<file path="src/hw/rtl/utbd_pkg.sv">
// Shared types, constants and helpers of the radix digit converter.
package utbd_pkg;

   localparam int          INPUT_VALUE_BITS = 64;
   localparam int          RADIX_BITS       = 6;
   localparam int          CHAR_BITS        = 7;
   localparam int          STEP_BITS        = 8;   // dividend bits retired per divide cycle
   localparam logic [5:0]  RADIX_MIN        = 6'd2;
   localparam logic [5:0]  RADIX_MAX        = 6'd36;
   localparam logic [6:0]  DECIMAL_DIGITS   = 7'd10;
   localparam logic [6:0]  CHAR_ZERO        = 7'd48;  // '0'
   localparam logic [6:0]  CHAR_UPPER_A     = 7'd65;  // 'A'

   typedef struct packed {
      logic [INPUT_VALUE_BITS-1:0] value;
      logic [RADIX_BITS-1:0]       radix;
   } req_payload_type;

   typedef struct packed {
      logic [CHAR_BITS-1:0] digit_char;
      logic                 is_last;
   } rsp_payload_type;

   typedef struct packed {
      logic load;      // capture a new request
      logic div_step;  // retire one chunk of the dividend
      logic store;     // write one digit, start the next division
      logic emit;      // read one digit back toward the result port
   } ctl_cmd_type;

   typedef struct packed {
      logic chunk_last;  // final chunk of the current division
      logic quot_zero;   // quotient left after the last division is zero
      logic ptr_zero;    // read pointer is at the least significant digit
   } dp_status_type;

   function automatic logic [CHAR_BITS-1:0] digit_ascii(input logic [RADIX_BITS-1:0] digit);
      logic [CHAR_BITS-1:0] d;
      d = {1'b0, digit};
      if (d < DECIMAL_DIGITS) begin
         return CHAR_ZERO + d;
      end
      return CHAR_UPPER_A + (d - DECIMAL_DIGITS);
   endfunction

endpackage

</file>
<file path="src/hw/rtl/utbd_controller.sv">
// Sequencing state machine of the radix digit converter.
module utbd_controller (
   input  logic                    clock,
   input  logic                    reset,
   input  logic                    start,
   output logic                    busy,
   input  utbd_pkg::dp_status_type status,
   output utbd_pkg::ctl_cmd_type   cmd
);
   import utbd_pkg::*;

   localparam logic [1:0] ST_IDLE   = 2'd0;
   localparam logic [1:0] ST_DIVIDE = 2'd1;
   localparam logic [1:0] ST_STORE  = 2'd2;
   localparam logic [1:0] ST_EMIT   = 2'd3;

   logic [1:0] state_ff;
   logic [1:0] state_in;

   always_comb begin
      state_in = state_ff;
      cmd      = '0;
      unique case (state_ff)
         ST_IDLE: begin
            if (start) begin
               cmd.load = 1'b1;
               state_in = ST_DIVIDE;
            end
         end
         ST_DIVIDE: begin
            cmd.div_step = 1'b1;
            if (status.chunk_last) begin
               state_in = ST_STORE;
            end
         end
         ST_STORE: begin
            cmd.store = 1'b1;
            state_in  = status.quot_zero ? ST_EMIT : ST_DIVIDE;
         end
         ST_EMIT: begin
            cmd.emit = 1'b1;
            if (status.ptr_zero) begin
               state_in = ST_IDLE;
            end
         end
         default: begin
            state_in = ST_IDLE;
         end
      endcase
   end

   assign busy = (state_ff != ST_IDLE);

   always_ff @(posedge clock) begin
      if (reset) begin
         state_ff <= ST_IDLE;
      end else begin
         state_ff <= state_in;
      end
   end

endmodule

</file>
<file path="src/hw/rtl/utbd_datapath.sv">
// Divider, digit store and result register of the radix digit converter.
module utbd_datapath #(
   parameter int VALUE_BITS = 64
) (
   input  logic                      clock,
   input  logic                      reset,
   input  utbd_pkg::req_payload_type req_payload,
   input  utbd_pkg::ctl_cmd_type     cmd,
   output utbd_pkg::dp_status_type   status,
   output logic                      rsp_strobe,
   output utbd_pkg::rsp_payload_type rsp_payload
);
   import utbd_pkg::*;

   localparam int CHUNKS   = (VALUE_BITS + STEP_BITS - 1) / STEP_BITS;
   localparam int PAD_BITS = CHUNKS * STEP_BITS;
   localparam int CHUNK_W  = (CHUNKS > 1) ? $clog2(CHUNKS) : 1;
   localparam int IDX_W    = $clog2(VALUE_BITS);
   localparam int CNT_W    = $clog2(VALUE_BITS + 1);

   logic [PAD_BITS-1:0]   quot_ff, quot_in;
   logic [RADIX_BITS-1:0] radix_ff, radix_in;
   logic [RADIX_BITS-1:0] rem_ff, rem_in;
   logic [CHUNK_W-1:0]    step_ff, step_in;
   logic [CNT_W-1:0]      count_ff, count_in;
   logic [IDX_W-1:0]      ptr_ff, ptr_in;
   logic [CHAR_BITS-1:0]  mem_ff [VALUE_BITS];
   logic [CHAR_BITS-1:0]  rd_data_ff;
   logic                  rsp_valid_ff;
   logic                  rsp_last_ff;

   logic [RADIX_BITS:0]   rem_work;
   logic [STEP_BITS-1:0]  chunk;
   logic [STEP_BITS-1:0]  qbits;
   logic [RADIX_BITS-1:0] rem_div;

   // Restoring long division of one chunk against the narrow radix.
   always_comb begin
      rem_work = {1'b0, rem_ff};
      chunk    = quot_ff[PAD_BITS-1 -: STEP_BITS];
      qbits    = '0;
      for (int i = STEP_BITS - 1; i >= 0; i--) begin
         rem_work = {rem_work[RADIX_BITS-1:0], chunk[i]};
         if (rem_work >= {1'b0, radix_ff}) begin
            rem_work = rem_work - {1'b0, radix_ff};
            qbits[i] = 1'b1;
         end
      end
      rem_div = rem_work[RADIX_BITS-1:0];
   end

   always_comb begin
      quot_in  = quot_ff;
      radix_in = radix_ff;
      rem_in   = rem_ff;
      step_in  = step_ff;
      count_in = count_ff;
      ptr_in   = ptr_ff;
      if (cmd.load) begin
         quot_in = PAD_BITS'(req_payload.value[VALUE_BITS-1:0]);
         if (req_payload.radix < RADIX_MIN) begin
            radix_in = RADIX_MIN;
         end else if (req_payload.radix > RADIX_MAX) begin
            radix_in = RADIX_MAX;
         end else begin
            radix_in = req_payload.radix;
         end
         rem_in   = '0;
         step_in  = '0;
         count_in = '0;
      end
      if (cmd.div_step) begin
         quot_in = (quot_ff << STEP_BITS) | PAD_BITS'(qbits);
         rem_in  = rem_div;
         step_in = step_ff + 1'b1;
      end
      if (cmd.store) begin
         rem_in   = '0;
         step_in  = '0;
         count_in = count_ff + 1'b1;
         ptr_in   = count_ff[IDX_W-1:0];
      end
      if (cmd.emit) begin
         ptr_in = ptr_ff - 1'b1;
      end
   end

   assign status.chunk_last = (step_ff == CHUNK_W'(CHUNKS - 1));
   assign status.quot_zero  = (quot_ff == '0);
   assign status.ptr_zero   = (ptr_ff == '0);

   always_ff @(posedge clock) begin
      quot_ff  <= quot_in;
      radix_ff <= radix_in;
      rem_ff   <= rem_in;
      step_ff  <= step_in;
      count_ff <= count_in;
      ptr_ff   <= ptr_in;
   end

   // Digit store, least significant digit at the lowest address.
   always_ff @(posedge clock) begin
      if (cmd.store) begin
         mem_ff[count_ff[IDX_W-1:0]] <= digit_ascii(rem_ff);
      end
   end

   always_ff @(posedge clock) begin
      if (cmd.emit) begin
         rd_data_ff  <= mem_ff[ptr_ff];
         rsp_last_ff <= status.ptr_zero;
      end
   end

   always_ff @(posedge clock) begin
      if (reset) begin
         rsp_valid_ff <= 1'b0;
      end else begin
         rsp_valid_ff <= cmd.emit;
      end
   end

   assign rsp_strobe             = rsp_valid_ff;
   assign rsp_payload.digit_char = rd_data_ff;
   assign rsp_payload.is_last    = rsp_last_ff;

   a_digits_contiguous: assert property (@(posedge clock) disable iff (reset)
      (rsp_valid_ff && !rsp_last_ff) |=> rsp_valid_ff)
      else $error("digit stream broke before the last digit");

   a_gap_after_last: assert property (@(posedge clock) disable iff (reset)
      (rsp_valid_ff && rsp_last_ff) |=> !rsp_valid_ff)
      else $error("result strobe right after the last digit");

   a_store_in_range: assert property (@(posedge clock) disable iff (reset)
      cmd.store |-> (count_ff < CNT_W'(VALUE_BITS)))
      else $error("digit count overran the digit store");

   a_radix_clamped: assert property (@(posedge clock) disable iff (reset)
      cmd.div_step |-> (radix_ff >= RADIX_MIN && radix_ff <= RADIX_MAX))
      else $error("divisor outside the clamped radix range");

endmodule

</file>
<file path="src/hw/rtl/unsigned_to_base_digits_unit.sv">
// Top level of the unsigned integer to ASCII radix digit converter.
// Sequence: a load from idle, then for each digit the divide steps and a store; after the
//   last store the first digit leaves through the EMIT state and the result register; later digits follow each cycle.
// Requests: one at a time, busy until the digits are read out; at most VALUE_BITS digits
//   (binary), each digit divided out by the 8-bit-per-cycle divider loop.
// Reset: synchronous, active high; clears the state machine and the result strobe.
// The receiver cannot stall: each digit is on rsp_payload for one cycle with rsp_strobe.
module unsigned_to_base_digits_unit #(
   parameter int VALUE_BITS = 64
) (
   input  logic                      clock,
   input  logic                      reset,
   input  logic                      start,
   output logic                      busy,
   input  utbd_pkg::req_payload_type req_payload,
   output logic                      rsp_strobe,
   output utbd_pkg::rsp_payload_type rsp_payload
);
   import utbd_pkg::*;

   ctl_cmd_type   cmd;
   dp_status_type status;

   // Sequence: load the request, divide by the radix one chunk a cycle,
   // store each remainder as an ASCII digit, repeat until the quotient is
   // zero, then read the digits back most significant first.
   utbd_controller u_ctrl (
      .clock  (clock),
      .reset  (reset),
      .start  (start),
      .busy   (busy),
      .status (status),
      .cmd    (cmd)
   );

   // Hold the working quotient, the digit store and the result register.
   utbd_datapath #(
      .VALUE_BITS (VALUE_BITS)
   ) u_dp (
      .clock       (clock),
      .reset       (reset),
      .req_payload (req_payload),
      .cmd         (cmd),
      .status      (status),
      .rsp_strobe  (rsp_strobe),
      .rsp_payload (rsp_payload)
   );

endmodule

</file>
<file path="config.mk">
export PLATFORM = sky130hd
export DESIGN_NAME = unsigned_to_base_digits_unit
export DESIGN_NICKNAME = d
export VERILOG_FILES = /design/src/hw/rtl/utbd_pkg.sv /design/src/hw/rtl/utbd_controller.sv /design/src/hw/rtl/utbd_datapath.sv /design/src/hw/rtl/unsigned_to_base_digits_unit.sv
export SDC_FILE = /design/constraint.sdc
export NUM_CORES = 1
export LEC_CHECK = 0
export BUFFER_PORTS_ARGS = -buffer_cell sky130_fd_sc_hd__clkbuf_2
export CAP_MARGIN = 40
export CORE_UTILIZATION = 35
export CTS_BUF_LIST = sky130_fd_sc_hd__clkbuf_4 sky130_fd_sc_hd__clkbuf_8
export CTS_CLUSTER_SIZE = 20
export DETAILED_ROUTE_END_ITERATION = 12
export HOLD_SLACK_MARGIN = 0.02
export MAX_ROUTING_LAYER = met4
export SYNTH_ARGS = -nofsm -noshare
export SYNTH_HDL_FRONTEND = slang
export SYNTH_SLANG_ARGS = --single-unit
</file>
<file path="constraint.sdc">
create_clock -name clock -period 14.4 [get_ports clock]
set_input_delay 2.16 -clock clock [delete_from_list [all_inputs] [get_ports clock]]
set_output_delay 2.16 -clock clock [all_outputs]
set_load 0.05 [all_outputs]
</file>
==> results.py, run 1 <==
metrics = {
    "outcome": {
        "status": "finished clean",
    },
    "final_layout": {
        "nets": 1869,
        "final_cell_mix": "538 x edfxtp_1, 229 x nand2_1, 147 x mux4_2",
        "final_common_cell": "edfxtp_1",
        "n_fill_cell": 6202,
        "final_layout_size_suffix_gt1_frac": 0.306,
        "synthToLayoutAreaGrowth_pct": 17.8,
    },
    "detailed_routing": {
        "drt_iter0_drc": 1317,
        "wirelength_microns": 59100,
        "route.detailed.drc": 0,
        "num_vias": 14200,
        "vias_per_cell": 5.20,
        "ant_nets": 0,
        "first_pass_iters": 5,
        "drt-wirelength-per-cell_microns": 21.6,
    },
    "setup_path": {
        "reg2reg_depth": 76,
        "end_kind": "flop",
        "cp.arrival_ns": 14.50,
        "cp_num_buf_inv": 8,
        "worst-path-max-fanout": 8,
        "path_class": "flop to flop",
        "required_ns": 14.99,
        "rrSetupSlack_ns": 0.48,
        "critPathSlowestCell": "edfxtp_1",
        "max_stage_delay_ns": 0.41,
        "crit_path_start_kind": "flop",
        "r2r-start": "u_dp.quot_ff[63]$_DFFE_PP_",
        "path_delay_family": "compound AO/OA/AOI/OAI gates",
        "r2r_end": "u_dp.rem_ff[1]$_SDFFE_PP0P_",
        "cp_common_cell": "mux2_4",
    },
    "synth": {
        "synth_xor_area_frac": 0.0132,
        "synth_edf_count": 538,
        "async_reset_ff_frac": 0,
        "synthAdderAreaFrac": 0.0354,
        "synthFlopType": "edfxtp_1",
        "syn-instance-count": 1538,
        "synthMuxAreaShare": 0.149,
        "synth-seq-cells": 550,
        "synth_top_area_share": 0.656,
        "seq_area_frac_synth": 0.666,
        "synth_compound_area_frac": 0.0406,
        "synth.area.top_cells": "edfxtp_1 66%, mux4_2 13%, nand2_1 3.6%",
        "synth_fp_nets": 1675,
        "syn_area_sq_um": 24600,
        "ys_warn_count": 0,
        "synth_area_leader_cell": "edfxtp_1",
        "ys_types": 71,
        "yosys.area_share.simple": 0.0771,
        "synth_top_family_by_area": "multiplexers",
        "syn-mean-instance-area_sq_um": 16.0,
    },
    "grt": {
        "grt_util_all_layers": 0.170,
        "grt_pass1_wl_microns": 87800,
        "grt_pass1_vias": 14200,
        "antenna_found_initial": 3,
        "gr-total-overflow": 0,
        "grt_max_degree": 102,
    },
    "die": {
        "die-area_sq_um": 71400,
        "die_h_microns": 267,
        "top_level_ports": 83,
        "core-area_sq_um": 69100,
        "die_x_microns": 267,
        "rows": 96,
        "start_util": 0.356,
    },
    "clock_tree": {
        "clk_pin_slew_worst_paths_ns": 0.06,
        "insertion_delay_ns": 0.68,
        "clock_path_buffers": 3,
        "cts_buffers": 92,
        "cts_num_sinks": 550,
        "h-tree-depth": 3,
        "cts_tree": "yes",
        "clock-root-buffer": "clkbuf_8",
        "cts-hold-fix-buffers": 0,
    },
    "flow_run": {
        "drv_cap": 0,
    },
    "worst_hold_path": {
        "holdPathStages": 2,
        "hold_class": "flop to flop",
        "whs_endpoint": "u_dp.step_ff[2]$_SDFFE_PP0P_",
        "min_from": "u_dp.step_ff[2]$_SDFFE_PP0P_",
    },
    "sta": {
        "period_share": 0.966,
        "finalMaxSlewViolations": 0,
        "finalSetupViolCount": 0,
        "finClkSkew_ns": 0.0470,
        "period_needed_ns": 13.92,
        "fin_tns_setup_ns": 0,
        "fmax_mhz": 71.9,
        "hold_viol": 0,
        "relSlewSlack": 0.420,
        "worstMarginPinSlew_ns": 0.870,
    },
    "placement": {
        "place.gp.congestion": 0.881,
        "place.port_buffers": 82,
        "dp_hpwl_microns": 36900,
    },
}
## registers in the layout (all words and copies together), names as in the netlist
| register | count |
|---|---|
| u_dp.quot_ff | 64 |
| u_dp.rsp_last_ff | 1 |
| u_dp.rem_ff | 6 |
| u_dp.step_ff | 3 |
| u_dp.ptr_ff | 6 |
| u_ctrl.state_ff | 2 |
| u_dp.rd_data_ff | 7 |
| u_dp.mem_ff | 448 |
| u_dp.count_ff | 6 |
| u_dp.rsp_strobe | 1 |
| u_dp.radix_ff | 6 |
## Yosys cell counts, types with 16 or more instances
library cell	instances
a21o_1	17
a21oi_1	30
buf_1	19
clkbuf_1	47
edfxtp_1	538
ha_1	56
inv_1	51
mux2i_1	16
mux4_2	147
nand2_1	235
nand3_1	21
nor2_1	100
nor2b_1	17
nor4_1	18
o21ai_0	41
xnor2_1	20
xor2_1	17
## worst max-delay path by stage
stage / startpoint / endpoint / slack (ns) / cells after the start
6_report: u_dp.quot_ff[63]$_DFFE_PP_ / u_dp.rem_ff[1]$_SDFFE_PP0P_ / 0.48 / 76
5_1_grt: u_dp.radix_ff[4]$_SDFFCE_PP0P_ / u_dp.rem_ff[2]$_SDFFE_PP0P_ / -0.23 / 74
3_5_place_dp: u_dp.radix_ff[3]$_SDFFCE_PP0P_ / u_dp.rem_ff[1]$_SDFFE_PP0P_ / -0.44 / 76
2_1_floorplan: u_dp.radix_ff[1]$_SDFFCE_PP1P_ / u_dp.rem_ff[1]$_SDFFE_PP0P_ / 0.003 / 76
4_1_cts: u_dp.quot_ff[63]$_DFFE_PP_ / u_dp.rem_ff[1]$_SDFFE_PP0P_ / 0.03 / 78
3_3_place_gp: u_dp.radix_ff[3]$_SDFFCE_PP0P_ / u_dp.rem_ff[1]$_SDFFE_PP0P_ / 0.04 / 75
## logic make-up after synthesis
family / count (synthesis)
adder cells (fa/ha/maj): 65
flip-flops: 550
AO/OA/AOI/OAI: 148
buffers and inverters: 120
XOR/XNOR: 37
multiplexers: 179
AND/OR/NAND/NOR: 439
## worst reg2reg max path, delay by kind of cell (launching register included)
| family | cells | cell delay, ns |
|---|---|---|
| adders and majority gates | 9 | 2.19 |
| buffers and inverters | 8 | 0.68 |
| muxes | 10 | 2.93 |
| AOI/OAI and AO/OA | 34 | 5.76 |
| DFF | 1 | 0.41 |
| and+or+nand+nor | 14 | 1.83 |
| xor gates and xnor gates | 1 | 0.10 |
## final cells by class
cell class / instances / area [sq um] / area share
repair buffers: 169 / 1120 / 0.0387
clock buffers: 117 / 1470 / 0.0508
flip-flops and latches: 550 / 16400 / 0.565
diodes: 3 / 7.51 / 0.000259
well taps: 931 / 1160 / 0.0402
inverters: 51 / 194 / 0.00669
clock inverters: 48 / 367 / 0.0126
multi-input cells: 868 / 8270 / 0.285
## through the flow
step / hold slack (ns) / cell area [sq um] / setup slack (ns) / util / cells
after floorplan: 0.438 / 24700 / 0.00324 / - / 1538
after global placement: 0.447 / 26500 / 0.0372 / 0.384 / 2530
after detailed placement: 0.459 / 26500 / -0.440 / 0.384 / 2532
after CTS: 0.469 / 28500 / 0.0290 / 0.413 / 2705
after global routing: 0.486 / 29000 / -0.232 / 0.420 / 2737
final: 0.467 / 29000 / 0.485 / 0.420 / 2737
## timing repair
action | CTS | global route
resized for setup | 12 | 54
buffers inserted | 8 | 28
pin swaps | 6 | 38
hold endpoints to repair | 0 | 0
setup endpoints to repair | 7 | 7
## metal layers
metal,track usage,share of wire
met1,0.225,0.43
met2,0.258,0.47
met3,0.0431,0.075
met4,0.0475,0.022
met5,-,0
Power of run 1 is not shown: default switching activity piles up to over one toggle a cycle in this logic, so the estimate is an artifact.
==> run 2: changes to the inputs <==
- CORE_UTILIZATION: 35 -> 45
- GPL_TIMING_DRIVEN: unset -> 0
==> run 2 against run 1 <==
  * Worst hold slack got worse by 0.0036 ns
  * Flip-flop and latch count did not move
  * Clock skew fell by 0.0042 ns
  * Non-clock buffer count rose by 94
  * Clock-buffer cell count rose by 9
  * Worst setup slack got worse by 0.071 ns
  * Design area rose by 1.7%
  * Global-route usage rose by 5.6 points
  * Sequential share of layout area fell by 0.93 points
  * First-iteration DRC count fell by 4.3%
  * Via count rose by 2.7%
  * Register-to-register slack got worse by 0.07 ns
==> results.py, run 2 (same netlist as run 1, synthesis figures left out) <==
metrics = {
    "outcome": {
        "status": "finished clean",
    },
    "placement": {
        "dp_hpwl_microns": 40600,
        "place.port_buffers": 82,
        "place_area_sq_um": 26600,
        "pre_cts_slack_ns": -2.77,
        "place.gp.congestion": 0.844,
        "dp_cells": 2346,
    },
    "final_layout": {
        "largest_reg_flops": 448,
        "final_layout_size_suffix_gt1_frac": 0.325,
        "instances_no_fill": 2584,
        "final_cell_mix": "538 x edfxtp_1, 230 x nand2_1, 147 x mux4_2",
        "synthToLayoutAreaGrowth_pct": 19.7,
        "nets": 1960,
        "design_area_sq_um": 29500,
        "final_common_cell": "edfxtp_1",
    },
    "die": {
        "top_level_ports": 83,
        "die_h_microns": 236,
        "core-area_sq_um": 53900,
        "rows": 85,
        "start_util": 0.457,
        "die_x_microns": 236,
        "die-area_sq_um": 55700,
    },
    "detailed_routing": {
        "route.detailed.drc": 0,
        "drt-wirelength-per-cell_microns": 23.3,
        "vias_per_cell": 5.66,
        "first_pass_iters": 5,
        "ant_nets": 0,
        "num_vias": 14600,
        "wirelength_microns": 60100,
        "drt_iter0_drc": 1261,
    },
    "clock_tree": {
        "cts-hold-fix-buffers": 0,
        "insertion_delay_ns": 0.69,
        "cts_tree": "yes",
        "cts_buffers": 89,
        "clk_pin_slew_worst_paths_ns": 0.06,
        "clock_path_buffers": 3,
        "h-tree-depth": 3,
        "clock-root-buffer": "clkbuf_8",
        "cts_num_sinks": 550,
    },
    "setup_path": {
        "max_stage_delay_ns": 0.38,
        "worst-path-max-fanout": 7,
        "end_kind": "flop",
        "required_ns": 15.01,
        "crit_path_start_kind": "flop",
        "critPathSlowestCell": "edfxtp_1",
        "path_class": "flop to flop",
        "r2r_end": "u_dp.rem_ff[1]$_SDFFE_PP0P_",
        "rrSetupSlack_ns": 0.41,
        "cp.arrival_ns": 14.59,
        "r2r-start": "u_dp.radix_ff[3]$_SDFFCE_PP0P_",
        "reg2reg_depth": 75,
        "cp-endpoint": "u_dp.rem_ff[1]$_SDFFE_PP0P_",
        "critPathLaunch": "u_dp.radix_ff[3]$_SDFFCE_PP0P_",
    },
    "grt": {
        "grt_max_degree": 65,
        "gr-total-overflow": 0,
        "grt_pass1_vias": 14900,
        "grt_pass1_wl_microns": 90100,
        "grt_util_all_layers": 0.226,
        "antenna_found_initial": 3,
    },
    "sta": {
        "finalSetupViolCount": 0,
        "setup_ws_ns": 0.414,
        "period_share": 0.971,
        "relSlewSlack": 0.369,
        "finalMaxSlewViolations": 0,
        "worstMarginPinSlew_ns": 0.944,
        "rsz0062_at_grt": "true",
        "hold_viol": 0,
        "fmax_mhz": 71.5,
        "finClkSkew_ns": 0.0428,
        "period_needed_ns": 13.99,
    },
    "flow_run": {
        "drv_cap": 0,
    },
    "worst_hold_path": {
        "hold_class": "flop to flop",
    },
}
-- run 2: stage by stage --
stage,util,hold WS [ns],setup TNS [ns]
after floorplan,-,0.438,0
after global placement,0.483,0.455,-18.60
after detailed placement,0.493,0.466,-19.34
after CTS,0.537,0.474,0
after global routing,0.547,0.488,-1.29
final,0.547,0.463,0
-- run 2: worst min path at each step --
stage / to / startpoint / cells past startpoint / slack, ns
after global routing: u_dp.step_ff[2]$_SDFFE_PP0P_ / u_dp.step_ff[2]$_SDFFE_PP0P_ / 2 / 0.49
after floorplan: u_dp.step_ff[2]$_SDFFE_PP0P_ / u_dp.step_ff[2]$_SDFFE_PP0P_ / 2 / 0.44
after detailed placement: u_dp.step_ff[2]$_SDFFE_PP0P_ / u_dp.step_ff[2]$_SDFFE_PP0P_ / 2 / 0.47
after global placement: u_dp.step_ff[2]$_SDFFE_PP0P_ / u_dp.step_ff[2]$_SDFFE_PP0P_ / 2 / 0.46
final: u_dp.step_ff[2]$_SDFFE_PP0P_ / u_dp.step_ff[2]$_SDFFE_PP0P_ / 2 / 0.46
after CTS: u_dp.step_ff[2]$_SDFFE_PP0P_ / u_dp.step_ff[2]$_SDFFE_PP0P_ / 2 / 0.47
-- run 2: layout make-up --
cell class | instances | area [sq um]
fill | 4276 | 24400
sequential | 550 | 16400
multi-input combinational | 868 | 8490
timing repair buffer | 197 | 1590
clock buffer | 126 | 1520
tap | 696 | 871
buffer | 66 | 253
inverter | 51 | 214
clock inverter | 28 | 145
antenna | 2 | 5.00
-- run 2: what timing repair did --
action                     CTS  global route
setup endpoints to repair    8             7
pin swaps                   30            51
setup buffers               53            30
gates resized for setup     60            65
-- run 2: critical path: cells and delay by family (launching register included) --
kind	cells	cell delay, ns
buffers and inverters	7	0.73
multiplexers	10	3.08
adder cells (fa/ha/maj)	8	1.89
AO/OA/AOI/OAI	36	6.11
flip-flops	1	0.38
AND/OR/NAND/NOR	14	1.68
-- run 2: per-layer routing --
layer / wire (microns) / global-route usage / vias up
met1: 25600 / 0.300 / 7363
met2: 28500 / 0.345 / 568
met3: 4030 / 0.0449 / 132
met5: 0 / - / -
li1: - / - / 6551
met4: 2010 / 0.0836 / 0
Power of run 2 is left out for the same reason.
==> run 3: changes to the inputs <==
- CORE_UTILIZATION: 45 -> 58
- PLACE_DENSITY: unset -> 0.78
==> run 3 against run 2 <==
  * The run now ends with negative setup slack left
  * Flip-flop and latch count is the same
  * Non-clock buffer count fell by 10
  * Design area shrank 1.5%
  * Register-to-register slack lost 0.43 ns
  * Sequential share of layout area is 0.85 points higher
  * Worst setup slack got worse by 0.43 ns
  * Die area is 22% lower
  * Critical path depth up 4
  * Via count is 2.4% higher
  * Clock-buffer cell count down 9
  * Wire length down 2.8%
==> results.py, run 3 (same netlist as run 1, synthesis figures left out) <==
metrics = {
    "setup_path": {
        "critPathSlowestCell": "edfxtp_1",
        "worst-path-max-fanout": 9,
        "max_stage_delay_ns": 0.50,
        "critPathLaunch": "u_dp.radix_ff[1]$_SDFFCE_PP1P_",
        "required_ns": 14.98,
        "path_class": "flop to flop",
        "cp.arrival_ns": 15.00,
        "end_kind": "flop",
        "r2r-start": "u_dp.radix_ff[1]$_SDFFCE_PP1P_",
        "crit_path_start_kind": "flop",
    },
    "sta": {
        "worstMarginPinSlew_ns": 0.974,
        "relSlewSlack": 0.351,
        "finClkSkew_ns": 0.0396,
        "fmax_mhz": 69.4,
        "period_share": 1.00,
        "setup_ws_ns": -0.0162,
        "hold_viol": 0,
        "rsz0062_at_grt": "true",
        "fin_tns_setup_ns": -0.0162,
        "period_needed_ns": 14.42,
        "finalMaxSlewViolations": 0,
        "finalSetupViolCount": 1,
    },
    "die": {
        "top_level_ports": 83,
        "die_x_microns": 208,
        "die-area_sq_um": 43300,
        "core-area_sq_um": 41900,
        "rows": 75,
        "die_h_microns": 208,
        "start_util": 0.587,
    },
    "clock_tree": {
        "clock_path_buffers": 3,
        "h-tree-depth": 3,
        "insertion_delay_ns": 0.65,
        "cts-hold-fix-buffers": 0,
        "cts_num_sinks": 550,
        "cts_tree": "yes",
        "cts_buffers": 86,
        "clock-root-buffer": "clkbuf_8",
        "clk_pin_slew_worst_paths_ns": 0.07,
    },
    "grt": {
        "grt_max_degree": 41,
        "grt_pass1_wl_microns": 88300,
        "antenna_found_initial": 2,
        "grt_util_all_layers": 0.281,
        "grt_pass1_vias": 15200,
        "gr-total-overflow": 0,
    },
    "detailed_routing": {
        "first_pass_iters": 7,
        "route.detailed.drc": 0,
        "ant_nets": 0,
        "wirelength_microns": 58400,
        "num_vias": 15000,
        "drt_iter0_drc": 1449,
        "vias_per_cell": 6.21,
        "drt-wirelength-per-cell_microns": 24.2,
    },
    "final_layout": {
        "final_common_cell": "edfxtp_1",
        "largest_reg_flops": 448,
        "final_layout_size_suffix_gt1_frac": 0.311,
        "design_area_sq_um": 29000,
        "synthToLayoutAreaGrowth_pct": 17.9,
        "post-route-util": 0.692,
        "nets": 1947,
        "final_cell_mix": "538 x edfxtp_1, 230 x nand2_1, 147 x mux4_2",
    },
    "placement": {
        "place_area_sq_um": 26300,
        "pre_cts_slack_ns": -2.49,
        "place.gp.congestion": 0.917,
        "place.port_buffers": 82,
        "dp_hpwl_microns": 39500,
    },
    "worst_hold_path": {
        "hold_class": "flop to flop",
        "min_from": "u_dp.step_ff[2]$_SDFFE_PP0P_",
    },
    "outcome": {
        "failed_checks": "negative setup slack",
        "status": "finished with violations",
    },
    "flow_run": {
        "drv_cap": 0,
    },
}
-- run 3: worst paths after layout --
kind	endpoint	slack (ns)	depth (start not counted)
worst max-delay path	u_dp.rem_ff[1]$_SDFFE_PP0P_	-0.02	79
worst min-delay path	u_dp.step_ff[2]$_SDFFE_PP0P_	0.47	2
worst max register to register	u_dp.rem_ff[1]$_SDFFE_PP0P_	-0.02	79
worst min register to register	u_dp.step_ff[2]$_SDFFE_PP0P_	0.47	2
-- run 3: worst max-delay path: cells and delay by family (launching register included) --
family                     cells  cell delay [ns]
buffers and inverters         10             1.30
DFF                            1             0.50
AOI/OAI and AO/OA             37             6.31
and+or+nand+nor               15             1.70
adders and majority gates      8             1.80
muxes                          9             2.72
-- run 3: layer usage --
metal	vias to the layer above	part of all wire	global-route usage
li1	6520	-	-
met1	7518	0.38	0.353
met2	792	0.51	0.461
met3	142	0.085	0.0628
met4	0	0.030	0.0863
met5	-	0	-
-- run 3: timing repair --
| item | in CTS | in global routing |
|---|---|---|
| endpoints found under the hold margin | 0 | 0 |
| pin swaps | 28 | 40 |
| setup buffers | 47 | 28 |
| setup endpoints to repair | 8 | 7 |
| gates resized for setup | 58 | 40 |
-- run 3: per-stage QoR --
step	hold WS [ns]	cells
after floorplan	0.438	1538
after global placement	0.450	2159
after detailed placement	0.459	2187
after CTS	0.467	2383
after global routing	0.499	2412
final	0.469	2412
-- run 3: cell type report --
cell class | instances | area (sq um)
Clock buffer | 117 | 1430
Buffer | 67 | 264
Inverter | 51 | 214
Tap cell | 539 | 674
Clock inverter | 32 | 211
Multi-Input combinational cell | 868 | 8410
Fill cell | 2567 | 12900
Timing Repair Buffer | 186 | 1440
Sequential cell | 550 | 16400
Antenna cell | 2 | 5.00
Power of run 3 is left out for the same reason.
